<file path="src/hw/rtl/rau_pkg.sv">
// Shared types and codes for the rational arithmetic unit.
// Used by the front end, the operation core, the top level and the checker.
`default_nettype none

package rau_pkg;

    typedef enum logic [1:0] {
        CMD_ADD = 2'd0,
        CMD_SUB = 2'd1,
        CMD_MUL = 2'd2,
        CMD_DIV = 2'd3
    } t_cmd;

    typedef enum logic [1:0] {
        ST_OK        = 2'd0,
        ST_ZERO_DEN  = 2'd1,
        ST_DIV_ZERO  = 2'd2,
        ST_OVERFLOW  = 2'd3
    } t_status;

    // Classification of one operation, produced by the front end.
    typedef struct packed {
        t_cmd    cmd;
        logic    a_neg;
        logic    b_neg;
        t_status status;
    } t_cls;

endpackage

`default_nettype wire

</file>
<file path="src/hw/rtl/rau_front.sv">
// Front end: takes input beats, splits operands into sign and magnitude
// and flags invalid operands. Depends on rau_pkg.
`default_nettype none

module rau_front #(
    parameter int VALUE_WIDTH = 32
) (
    input  wire logic                   i_valid,
    output logic                        o_stall,
    input  wire logic [1:0]             i_cmd,
    input  wire logic [31:0]            i_a_num,
    input  wire logic [31:0]            i_a_den,
    input  wire logic [31:0]            i_b_num,
    input  wire logic [31:0]            i_b_den,
    input  wire logic                   i_full,
    output logic                        o_push,
    output rau_pkg::t_cls               o_cls,
    output logic [VALUE_WIDTH-1:0]      o_a_mag,
    output logic [VALUE_WIDTH-1:0]      o_a_den,
    output logic [VALUE_WIDTH-1:0]      o_b_mag,
    output logic [VALUE_WIDTH-1:0]      o_b_den
);

    localparam int VW = VALUE_WIDTH;

    logic [VW-1:0] an, ad, bn, bd;

    always_comb begin
        an = i_a_num[VW-1:0];
        ad = i_a_den[VW-1:0];
        bn = i_b_num[VW-1:0];
        bd = i_b_den[VW-1:0];

        // Magnitudes fit VW unsigned bits, the most negative value included.
        o_a_mag = an[VW-1] ? (~an + VW'(1)) : an;
        o_a_den = ad[VW-1] ? (~ad + VW'(1)) : ad;
        o_b_mag = bn[VW-1] ? (~bn + VW'(1)) : bn;
        o_b_den = bd[VW-1] ? (~bd + VW'(1)) : bd;

        o_cls.cmd   = rau_pkg::t_cmd'(i_cmd);
        o_cls.a_neg = an[VW-1] ^ ad[VW-1];
        o_cls.b_neg = bn[VW-1] ^ bd[VW-1];
        if (ad == '0 || bd == '0) begin
            o_cls.status = rau_pkg::ST_ZERO_DEN;
        end else if (rau_pkg::t_cmd'(i_cmd) == rau_pkg::CMD_DIV && bn == '0) begin
            o_cls.status = rau_pkg::ST_DIV_ZERO;
        end else begin
            o_cls.status = rau_pkg::ST_OK;
        end

        o_stall = i_full;
        o_push  = i_valid && !i_full;
    end

endmodule

`default_nettype wire

</file>
<file path="config.mk">
export PLATFORM = sky130hd
export DESIGN_NAME = rau_front
export DESIGN_NICKNAME = d
export VERILOG_FILES = /design/src/hw/rtl/rau_pkg.sv /design/src/hw/rtl/rau_front.sv
export SDC_FILE = /design/constraint.sdc
export NUM_CORES = 1
export LEC_CHECK = 0
export BUFFER_PORTS_ARGS = -buffer_cell sky130_fd_sc_hd__buf_2
export CAP_MARGIN = 20
export CORE_AREA = 5 5 102 104
export DETAILED_ROUTE_END_ITERATION = 8
export DIE_AREA = 0 0 107 109
export GPL_ROUTABILITY_DRIVEN = 1
export PLACE_DENSITY = 0.71
export SLEW_MARGIN = 10
export SYNTH_ARGS = -nofsm -noshare
export SYNTH_HDL_FRONTEND = slang
export SYNTH_SLANG_ARGS = --single-unit
</file>
<file path="constraint.sdc">
create_clock -name vclk -period 1.95
set_input_delay 0.2925 -clock vclk [all_inputs]
set_output_delay 0.2925 -clock vclk [all_outputs]
set_load 0.005 [all_outputs]
</file>
==> out/qor.txt <==
1st-pass router iterations -> 6
Routed wire per std cell -> 22.0 microns
Initial Util -> 30.1%
Max Fanout on Critical Path -> 3
CLK BUF -> 0
PD cells -> 208 nW/um^2
ordered cell list for the critical path -> buf_6, or4_4, or4_4, o41ai_4, xnor2_1, buf_2
critical path required time -> 1660 ps
Worst Setup SP -> i_a_num[16]
Largest stage delay, worst path -> 550 ps
register area share after synthesis -> 0%
Port-buffer cells -> 268
fill cell count -> 484
total nets after synthesis -> 545
actual slew at the worst max-slew pin -> 662 ps
Final Hold Fails -> 0
share of layout cells above drive strength 1 -> 72.7%
Core Region -> 9460 sq um
grt total ovfl -> 0
HP Start -> i_full
setup violators final -> 65
vias in the first global route -> 5,496
# hold bufs at CTS -> 0
most used cell, CP -> or4_4
first-pass GRT wire length -> 26,700 microns
Leak -> 0.00354 uW
die width -> 107 microns
die area -> 11,700 sq um
Total GRT Usage -> 27.9%
crit path time final -> 2300 ps
Worst Slack Setup Final -> -347 ps
nets -> 980
Worst Path Buf+Inv -> 2
Area Growth Syn to Fin -> 173%
hold_ws -> 783 ps
Worst EP arrival -> 2000 ps
Slew headroom -> 55.9%
antenna violations before repair -> 0
DRC violations left -> 0
mapped cell area -> 2840 sq um
Worst path top cell family by delay -> simple AND/OR/NAND/NOR gates
Fmax achieved -> 0.435 GHz
drt first-iter violations -> 263
area post-placement -> 5310 sq um
DIE HEIGHT -> 109 microns
sequential cell area -> 0 sq um
DR vias -> 5,461
DR vias/cell -> 5.71
Tcrit/Tclk final -> 118%
max_cap viols -> 0
WS Path Type -> in -> out
startpoint types -> input pin
# diodes -> 0
outcome -> finished, violations left
Seq cells -> 0
VDD IR max -> 194 uV
failing checks -> setup timing
pin count of the biggest net entering global routing -> 34
Std-Cell Rows -> 36
DP HPWL -> 12,200 microns
YS warnings -> 0
DRT antenna net count -> 0
RSZ-0062 raised after global routing -> true
I/O pins -> 268
HP Class -> in -> out
gp weighted congestion -> 0.907
crit path max-delay cell type -> or4_4
Design Area, Final -> 7750 sq um
area of the multi-input gates -> 4180 sq um
CP Capture Type -> output port
setup TNS -> -8170 ps
total wire length -> 21,000 microns
Mapped Cells -> 409
Synth cell types -> 40
Slew Viols, Final -> 0
syn_area_per_cell -> 6.95 sq um
## metrics by stage
step                total power [uW]  cells  utilization, %  setup WS (ps)
floorplan                        465    409               -           -170
global placement                1160    903            56.1           -371
detailed placement              1190    903            56.1           -423
CTS                             1410    928            72.5           -365
global route                    1700    956            82.0           -378
finish                          1610    956            82.0           -347
## cell usage in the layout (no fill, tap or decap), types with 9 or more instances in the layout
master / instances
buf_4: 140
o31ai_1: 10
o31ai_4: 26
buf_8: 16
buf_6: 65
nor3_1: 9
nor2_1: 12
xnor2_1: 111
buf_2: 231
o21ai_0: 10
or4_4: 9
o41ai_4: 28
nor4_4: 9
nand2_1: 30
## layer usage
layer	wire, microns	GRT usage (%)
met1	6900	26.9
met2	11100	57.3
met3	1630	4.97
met4	1330	11.6
met5	0	0
## final cells by class
type                       count  share of cell area, %
multi-input combinational    368                   53.9
timing repair buffer         461                   43.4
tap                          114                   1.84
inverter                      13                  0.888
## worst paths after layout
check | end | slack [ps] | depth (start not counted)
min | o_stall | 780 | 2
max | o_a_mag[29] | -350 | 6
## repair_timing
action	in CTS	in global routing
setup endpoints to repair	81	88
setup buffers	22	28
gates cloned	3	2
pin swaps	67	81
resized for setup	235	143
## cell usage after synthesis, types with 2 or more instances
cell type	number	area (sq um)
ha_1	4	50.1
xnor2_1	115	1010
xor2_1	3	26.3
nand4_1	5	31.3
buf_4	7	52.6
o41ai_1	32	280
or3_1	8	50.1
or4_4	2	22.5
o31ai_1	41	308
nand3_1	9	45.0
nor2_1	13	48.8
or4_1	7	52.6
nor3_1	17	85.1
or2_2	3	18.8
nor2b_1	2	12.5
nor4_2	2	25.0
inv_1	13	48.8
nor4b_1	3	26.3
nand2_1	39	146
clkbuf_1	20	75.1
nor4_1	12	75.1
o21ai_0	24	120
and3_1	2	12.5
nand2b_1	10	62.6
## logic make-up after synthesis
group           share of synthesized area (%)
compound gates                           27.3
buf+inv                                  6.51
xor+xnor                                 36.3
fa+ha+maj                                1.76
simple gates                             28.1
## power breakdown
group | internal (uW) | switching, uW
sequential | 0 | 0
combinational | 834 | 777
clock | 0 | 0
Note: power is estimated with default switching activity, not from simulation.
