[config.mk]
export PLATFORM = sky130hd
export DESIGN_NAME = rau_queue
export DESIGN_NICKNAME = d
export VERILOG_FILES = /design/src/hw/rtl/rau_queue.sv
export SDC_FILE = /design/constraint.sdc
export NUM_CORES = 1
export LEC_CHECK = 0
export ABC_AREA = 1
export BUFFER_PORTS_ARGS = -buffer_cell sky130_fd_sc_hd__buf_2
export CORE_MARGIN = 1
export CORE_UTILIZATION = 40
export CTS_BUF_LIST = sky130_fd_sc_hd__clkbuf_4
export CTS_CLUSTER_DIAMETER = 50
export DETAILED_ROUTE_END_ITERATION = 7
export PLACE_DENSITY = 0.61
export RECOVER_POWER = 50
export SETUP_SLACK_MARGIN = 0.1
export SLEW_MARGIN = 20
export SYNTH_ARGS = -nofsm -noshare
export SYNTH_HDL_FRONTEND = slang
export SYNTH_SLANG_ARGS = --single-unit
export TNS_END_PERCENT = 50
[constraint.sdc]
create_clock -name i_clk -period 1.8 [get_ports i_clk]
set_input_delay 0.18 -clock i_clk [delete_from_list [all_inputs] [get_ports i_clk]]
set_output_delay 0.18 -clock i_clk [all_outputs]
set_load 0.01 [all_outputs]
[src/hw/rtl/rau_queue.sv]
// Two-entry queue between the front end and the operation core.
// Generic payload width; no package dependency.
`default_nettype none

module rau_queue #(
    parameter int WIDTH = 8
) (
    input  wire logic              i_clk,
    input  wire logic              i_rst_n,
    input  wire logic              i_push,
    input  wire logic [WIDTH-1:0]  i_data,
    output logic                   o_full,
    input  wire logic              i_pop,
    output logic                   o_valid,
    output logic [WIDTH-1:0]       o_data
);

    logic [WIDTH-1:0] r_mem [2];
    logic             r_wr;
    logic             r_rd;
    logic [1:0]       r_cnt;

    always_ff @(posedge i_clk) begin
        if (i_push) begin
            r_mem[r_wr] <= i_data;
        end
    end

    always_ff @(posedge i_clk) begin
        if (!i_rst_n) begin
            r_wr  <= 1'b0;
            r_rd  <= 1'b0;
            r_cnt <= 2'd0;
        end else begin
            if (i_push) begin
                r_wr <= !r_wr;
            end
            if (i_pop) begin
                r_rd <= !r_rd;
            end
            if (i_push && !i_pop) begin
                r_cnt <= r_cnt + 2'd1;
            end else if (!i_push && i_pop) begin
                r_cnt <= r_cnt - 2'd1;
            end
        end
    end

    assign o_full  = (r_cnt == 2'd2);
    assign o_valid = (r_cnt != 2'd0);
    assign o_data  = r_mem[r_rd];

endmodule

`default_nettype wire

==> results.json, run 1 <==
{
  "outcome": "complete, no violations",
  "place.gp.congestion": 0.673,
  "worstPathCellList": "mux2_2 -> buf_2",
  "rrSetupSlack_ns": 0.62,
  "wirelength_mm": 1.09,
  "layout_common_cells": "buf_2 (20), edfxtp_1 (16), inv_1 (9)",
  "cts_resized": 0,
  "cts_sinks": 21,
  "cp_top_family": "flip-flops",
  "drive_gt1_share_pct": 39.8,
  "crit_path_end_kind": "output port",
  "postLayoutCellArea_um2": 968,
  "syn_nets": 71,
  "cap_violations": 0,
  "cp.required_ns": 1.62,
  "path_buf_inv": 1,
  "die-height_um": 47.0,
  "grt_pass1_wl_mm": 1.66,
  "synth_top_cell_by_area": "edfxtp_1",
  "dr_total_vias": 472,
  "relSlewSlack_pct": 67.2,
  "yosysSeqAreaShare_pct": 71.6,
  "hold_depth": 1,
  "hold_viol": 0,
  "tightest_slew_ns": 0.492,
  "clkTransAtPathRegs_ns": 0.10,
  "overflow": 0,
  "ir_worst_vdd_mv": 0.411,
  "rows": 15,
  "cp.arrival_ns": 1.37,
  "worstSetupPathType": "flop to output port",
  "vias_per_cell": 4.37,
  "clockBufferDepth": 2,
  "cts_root_buffer": "clkbuf_4",
  "cts-buffers-inserted": 3,
  "period_minus_slack_ns": 1.55,
  "layout_commonest_cell": "buf_2",
  "critPathMaxStageDelay_ns": 0.56,
  "insertedDiodeCount": 0,
  "nets": 97,
  "dr.pass1.iters": 2,
  "cts_tree": "yes",
  "drc": 0,
  "hold_end": "r_mem[1][0]$_DFFE_PP_",
  "max_freq_mhz": 647,
  "yosys_warnings": 0,
  "dp_hpwl_um": 806,
  "grt_use_total_pct": 11.5,
  "setup_viol_count_final": 0,
  "powerDensity_nw_per_um2": 944,
  "core_um2": 1820,
  "p_leak_nw": 0.413,
  "synth_top_area_share_pct": 59.3,
  "die_area_um2": 2210,
  "grt_max_degree": 12,
  "r2r-end": "r_mem[0][1]$_DFFE_PP_",
  "synth_area_um2": 811,
  "r2r_start": "r_wr$_SDFFE_PN0P_",
  "wl_per_cell_um": 10.1,
  "r2r_cells": 2,
  "place_area_um2": 943,
  "hold_buffers": 0,
  "syn_inst": 58,
  "clock_latency_ns": 0.29,
  "holdCritStartpoint": "i_data[0]",
  "cts_setup_buffers": 0,
  "drt_iter0_drc": 4,
  "initial_core_util_pct": 44.5,
  "drv_slew": 0,
  "cts_max_level": 1,
  "die_w_um": 47.0,
  "drtAntennaViolNets": 0,
  "ys_ff_latch": 21,
  "hp-class": "input port to flop",
  "antenna_found_initial": 0,
  "ys_types": 16,
  "fillers": 177,
  "crit_fanout": 8,
  "crit_slowest_cell": "dfxtp_1",
  "yosys-top-cells-area": "edfxtp_1 (59%), dfxtp_1 (12%), mux2_2 (11%), inv_1 (3.7%), nor2_1 (2.8%)",
  "clock_skew_ns": 0.00358,
  "rsz0062_at_grt": "false",
  "grt_pass1_vias": 437,
  "cp-start-kind": "flop",
  "syn_area_per_cell_um2": 14.0,
  "port_buffers": 21,
  "fin_tns_setup_ns": 0,
  "area.growth.synth_to_final_pct": 19.4,
  "finalCritPeriodShare_pct": 85.9,
  "pin_count": 22
}
## registers in the layout (all words and copies together) (netlist names), named ones only
| name | cells |
|---|---|
| r_wr | 1 |
| r_cnt | 2 |
| r_rd | 1 |
| r_mem | 16 |
## layout make-up
| class | instances | area (um^2) | share of cell area, % |
|---|---|---|---|
| flip-flops and latches | 21 | 581 | 59.9 |
| multi-input cells | 27 | 185 | 19.1 |
| clock buffers | 4 | 30.0 | 3.10 |
| well taps | 25 | 31.3 | 3.23 |
| repair buffers | 22 | 108 | 11.1 |
| inverters | 9 | 33.8 | 3.49 |
## kinds of logic (layout without fill, tap and decap cells)
kind of cell             count (synthesis)  after routing  share of synthesized area (%)
multiplexers                             8              8                           11.1
adder cells (fa/ha/maj)                  1              1                           1.54
AND/OR/NAND/NOR                         15             15                           7.87
AO/OA/AOI/OAI                            2              2                           1.23
buffers and inverters                   10             35                           5.56
flip-flops                              21             21                           71.6
XOR/XNOR                                 1              1                           1.08
## report_power, final
group	internal (W)	switching, W	total (W)
sequential	0.000554	0.0000169	0.000571
combinational	0.0000581	0.0000606	0.000119
clock	0.000101	0.000124	0.000225
total	0.000713	0.000201	0.000914
## how the worst max path moves through the flow
stage	endpoint	startpoint	slack (ns)	depth (start not counted)
2_1_floorplan	r_mem[0][0]$_DFFE_PP_	r_wr$_SDFFE_PN0P_	0.74	1
3_3_place_gp	o_data[6]	flop	0.57	2
3_5_place_dp	o_data[4]	flop	0.57	2
4_1_cts	o_data[4]	flop	0.22	2
5_1_grt	o_data[3]	flop	0.17	2
6_report	o_data[4]	flop	0.25	2
## Yosys cell counts
cell type,number
nor2_1,6
edfxtp_1,16
o21ai_0,1
nand3_1,1
xnor2_1,1
nand2_1,5
nand2_2,1
inv_2,1
dfxtp_1,5
ha_1,1
buf_6,1
a21oi_1,1
mux2_2,8
nor3_1,1
inv_1,8
nand4_1,1
## metrics by stage
step / total power [W] / worst slack (ns) / hold WS, ns / utilization (%) / std cells
2_1_floorplan: 0.000658 / 0.742 / 0.279 / - / 58
4_1_cts: 0.000931 / 0.221 / 0.0592 / 53.5 / 108
5_1_grt: 0.000956 / 0.174 / 0.0574 / 53.2 / 108
3_3_place_gp: 0.000702 / 0.574 / 0.367 / 51.8 / 104
6_report: 0.000914 / 0.254 / 0.0712 / 53.2 / 108
3_5_place_dp: 0.000705 / 0.566 / 0.373 / 51.8 / 104
## routing by layer
layer  share of wire (%)  track usage [%]
met5                   0                0
met4                0.83             8.57
met3                 4.2             2.69
met2                  50             20.0
met1                  45             12.1
(Power assumes the default switching activity.)
==> inputs of run 2 (changes only) <==
--- a/config.mk
+++ b/config.mk
@@ -8,11 +8,11 @@
 export ABC_AREA = 1
 export BUFFER_PORTS_ARGS = -buffer_cell sky130_fd_sc_hd__buf_2
 export CORE_MARGIN = 1
-export CORE_UTILIZATION = 40
+export CORE_UTILIZATION = 45
 export CTS_BUF_LIST = sky130_fd_sc_hd__clkbuf_4
 export CTS_CLUSTER_DIAMETER = 50
 export DETAILED_ROUTE_END_ITERATION = 7
-export PLACE_DENSITY = 0.61
+export PLACE_DENSITY = 0.67
 export RECOVER_POWER = 50
 export SETUP_SLACK_MARGIN = 0.1
 export SLEW_MARGIN = 20
==> results.json, run 2 (synthesis gave the netlist of run 1 again) <==
{
  "outcome": "complete, no violations",
  "layout_commonest_cell": "buf_2",
  "place.gp.congestion": 0.632,
  "cts_sinks": 21,
  "place_inst": 103,
  "cap_violations": 0,
  "hold_buffers": 0,
  "p_leak_nw": 0.412,
  "relSlewSlack_pct": 76.8,
  "dp_hpwl_um": 887,
  "rows": 14,
  "power_frac_comb_pct": 13.0,
  "seqPwrFrac_pct": 62.0,
  "hp-class": "input port to flop",
  "fillers": 141,
  "top_register": "r_mem",
  "worstPathCellList": "mux2_2 -> buf_2",
  "powerDensity_nw_per_um2": 950,
  "wl_per_cell_um": 11.1,
  "die_area_um2": 1980,
  "clock_latency_ns": 0.29,
  "pin_count": 22,
  "hold_viol": 0,
  "wirelength_mm": 1.19,
  "clockBufferDepth": 2,
  "grt_use_total_pct": 15.5,
  "setup_viol_count_final": 0,
  "initial_core_util_pct": 50.9,
  "drt_iter0_drc": 1,
  "antenna_found_initial": 0,
  "insertedDiodeCount": 0,
  "fin_util_pct": 60.8,
  "clkTransAtPathRegs_ns": 0.11,
  "area.growth.synth_to_final_pct": 19.4,
  "drtAntennaViolNets": 0,
  "grt_pass1_wl_mm": 2.04,
  "sequential_cell_area_um2": 581,
  "nets": 97,
  "ir_worst_vdd_mv": 0.465,
  "cts_resized": 0,
  "reg.largest.list": "r_mem: 16 flops, r_cnt: 2 flops",
  "drv_slew": 0,
  "p_switching_w": 0.000206,
  "grt_max_degree": 12,
  "crit_slowest_cell": "dfxtp_1",
  "rsz0062_at_grt": "false",
  "critPathMaxStageDelay_ns": 0.54,
  "dr_total_vias": 469,
  "fin_tns_setup_ns": 0,
  "cp.required_ns": 1.62,
  "rrSetupSlack_ns": 0.78,
  "worstSetupPathType": "flop to output port",
  "port_buffers": 21,
  "grt_pass1_vias": 488,
  "layoutNonFillerInstCount": 107,
  "period_minus_slack_ns": 1.54,
  "cts_tree": "yes",
  "die-height_um": 44.4,
  "cp-start-kind": "flop",
  "dr.pass1.iters": 2,
  "whs_ns": 0.0720,
  "overflow": 0,
  "cts_root_buffer": "clkbuf_4",
  "clkPwrFrac_pct": 24.9,
  "die_w_um": 44.4,
  "swShare_pct": 22.4,
  "crit_fanout": 8,
  "cts-buffers-inserted": 3,
  "layout_common_cells": "buf_2 (18), edfxtp_1 (16), inv_1 (9)",
  "finalCritPeriodShare_pct": 85.3,
  "drive_gt1_share_pct": 38.6,
  "internal-power_w": 0.000714,
  "drc": 0,
  "largest_reg_flops": 16,
  "clock_skew_ns": 0.00212,
  "core_um2": 1590,
  "multiInputGateArea_um2": 185,
  "cts_setup_buffers": 0,
  "crit_path_end_kind": "output port",
  "cts_max_level": 1,
  "cp.arrival_ns": 1.36,
  "vias_per_cell": 4.38,
  "tightest_slew_ns": 0.348,
  "max_freq_mhz": 651
}
==> run 2: worst paths after layout <==
kind / from / end / depth (start not counted)
worst max-delay path: flop / o_data[7] / 2
worst min-delay path: i_data[0] / r_mem[1][0]$_DFFE_PP_ / 1
worst max register to register: r_wr$_SDFFE_PN0P_ / r_mem[0][1]$_DFFE_PP_ / 2
worst min register to register: r_cnt[0]$_SDFFE_PN0P_ / r_cnt[0]$_SDFFE_PN0P_ / 1
==> run 2: power groups by stage <==
stage	clock network, W	logic (W)	registers (W)
floorplan	0	0.0000839	0.000574
global placement	0	0.000120	0.000582
detailed placement	0	0.000123	0.000584
CTS	0.000241	0.000124	0.000572
global route	0.000265	0.000136	0.000575
finish	0.000229	0.000120	0.000571
==> run 2: stage by stage <==
stage          power, W  setup slack, ns  area, um^2
2_1_floorplan  0.000658            0.742         811
3_3_place_gp   0.000701            0.586         942
3_5_place_dp   0.000706            0.580         942
4_1_cts        0.000937            0.226         972
5_1_grt        0.000976            0.172         968
6_report       0.000920            0.265         968
==> run 2: worst max-delay path, delay by kind of cell (launching register included) <==
family,cells,cell delay [ns]
buffers and inverters,1,0.14
DFF,1,0.54
muxes,1,0.38
==> run 2: metal layers <==
layer  wire (um)  vias to the layer above  track usage, %
met2         626                       12            26.8
met4          17                        0            10.9
li1            -                      245               -
met5           0                        -               0
met3          41                        2            4.90
met1         507                      210            15.7
==> run 2: cell type report <==
| cell class | count | area share, % |
|---|---|---|
| flip-flops and latches | 21 | 59.9 |
| multi-input cells | 27 | 19.1 |
| repair buffers | 22 | 11.2 |
| inverters | 9 | 3.49 |
| clock buffers | 4 | 3.10 |
| well taps | 24 | 3.10 |
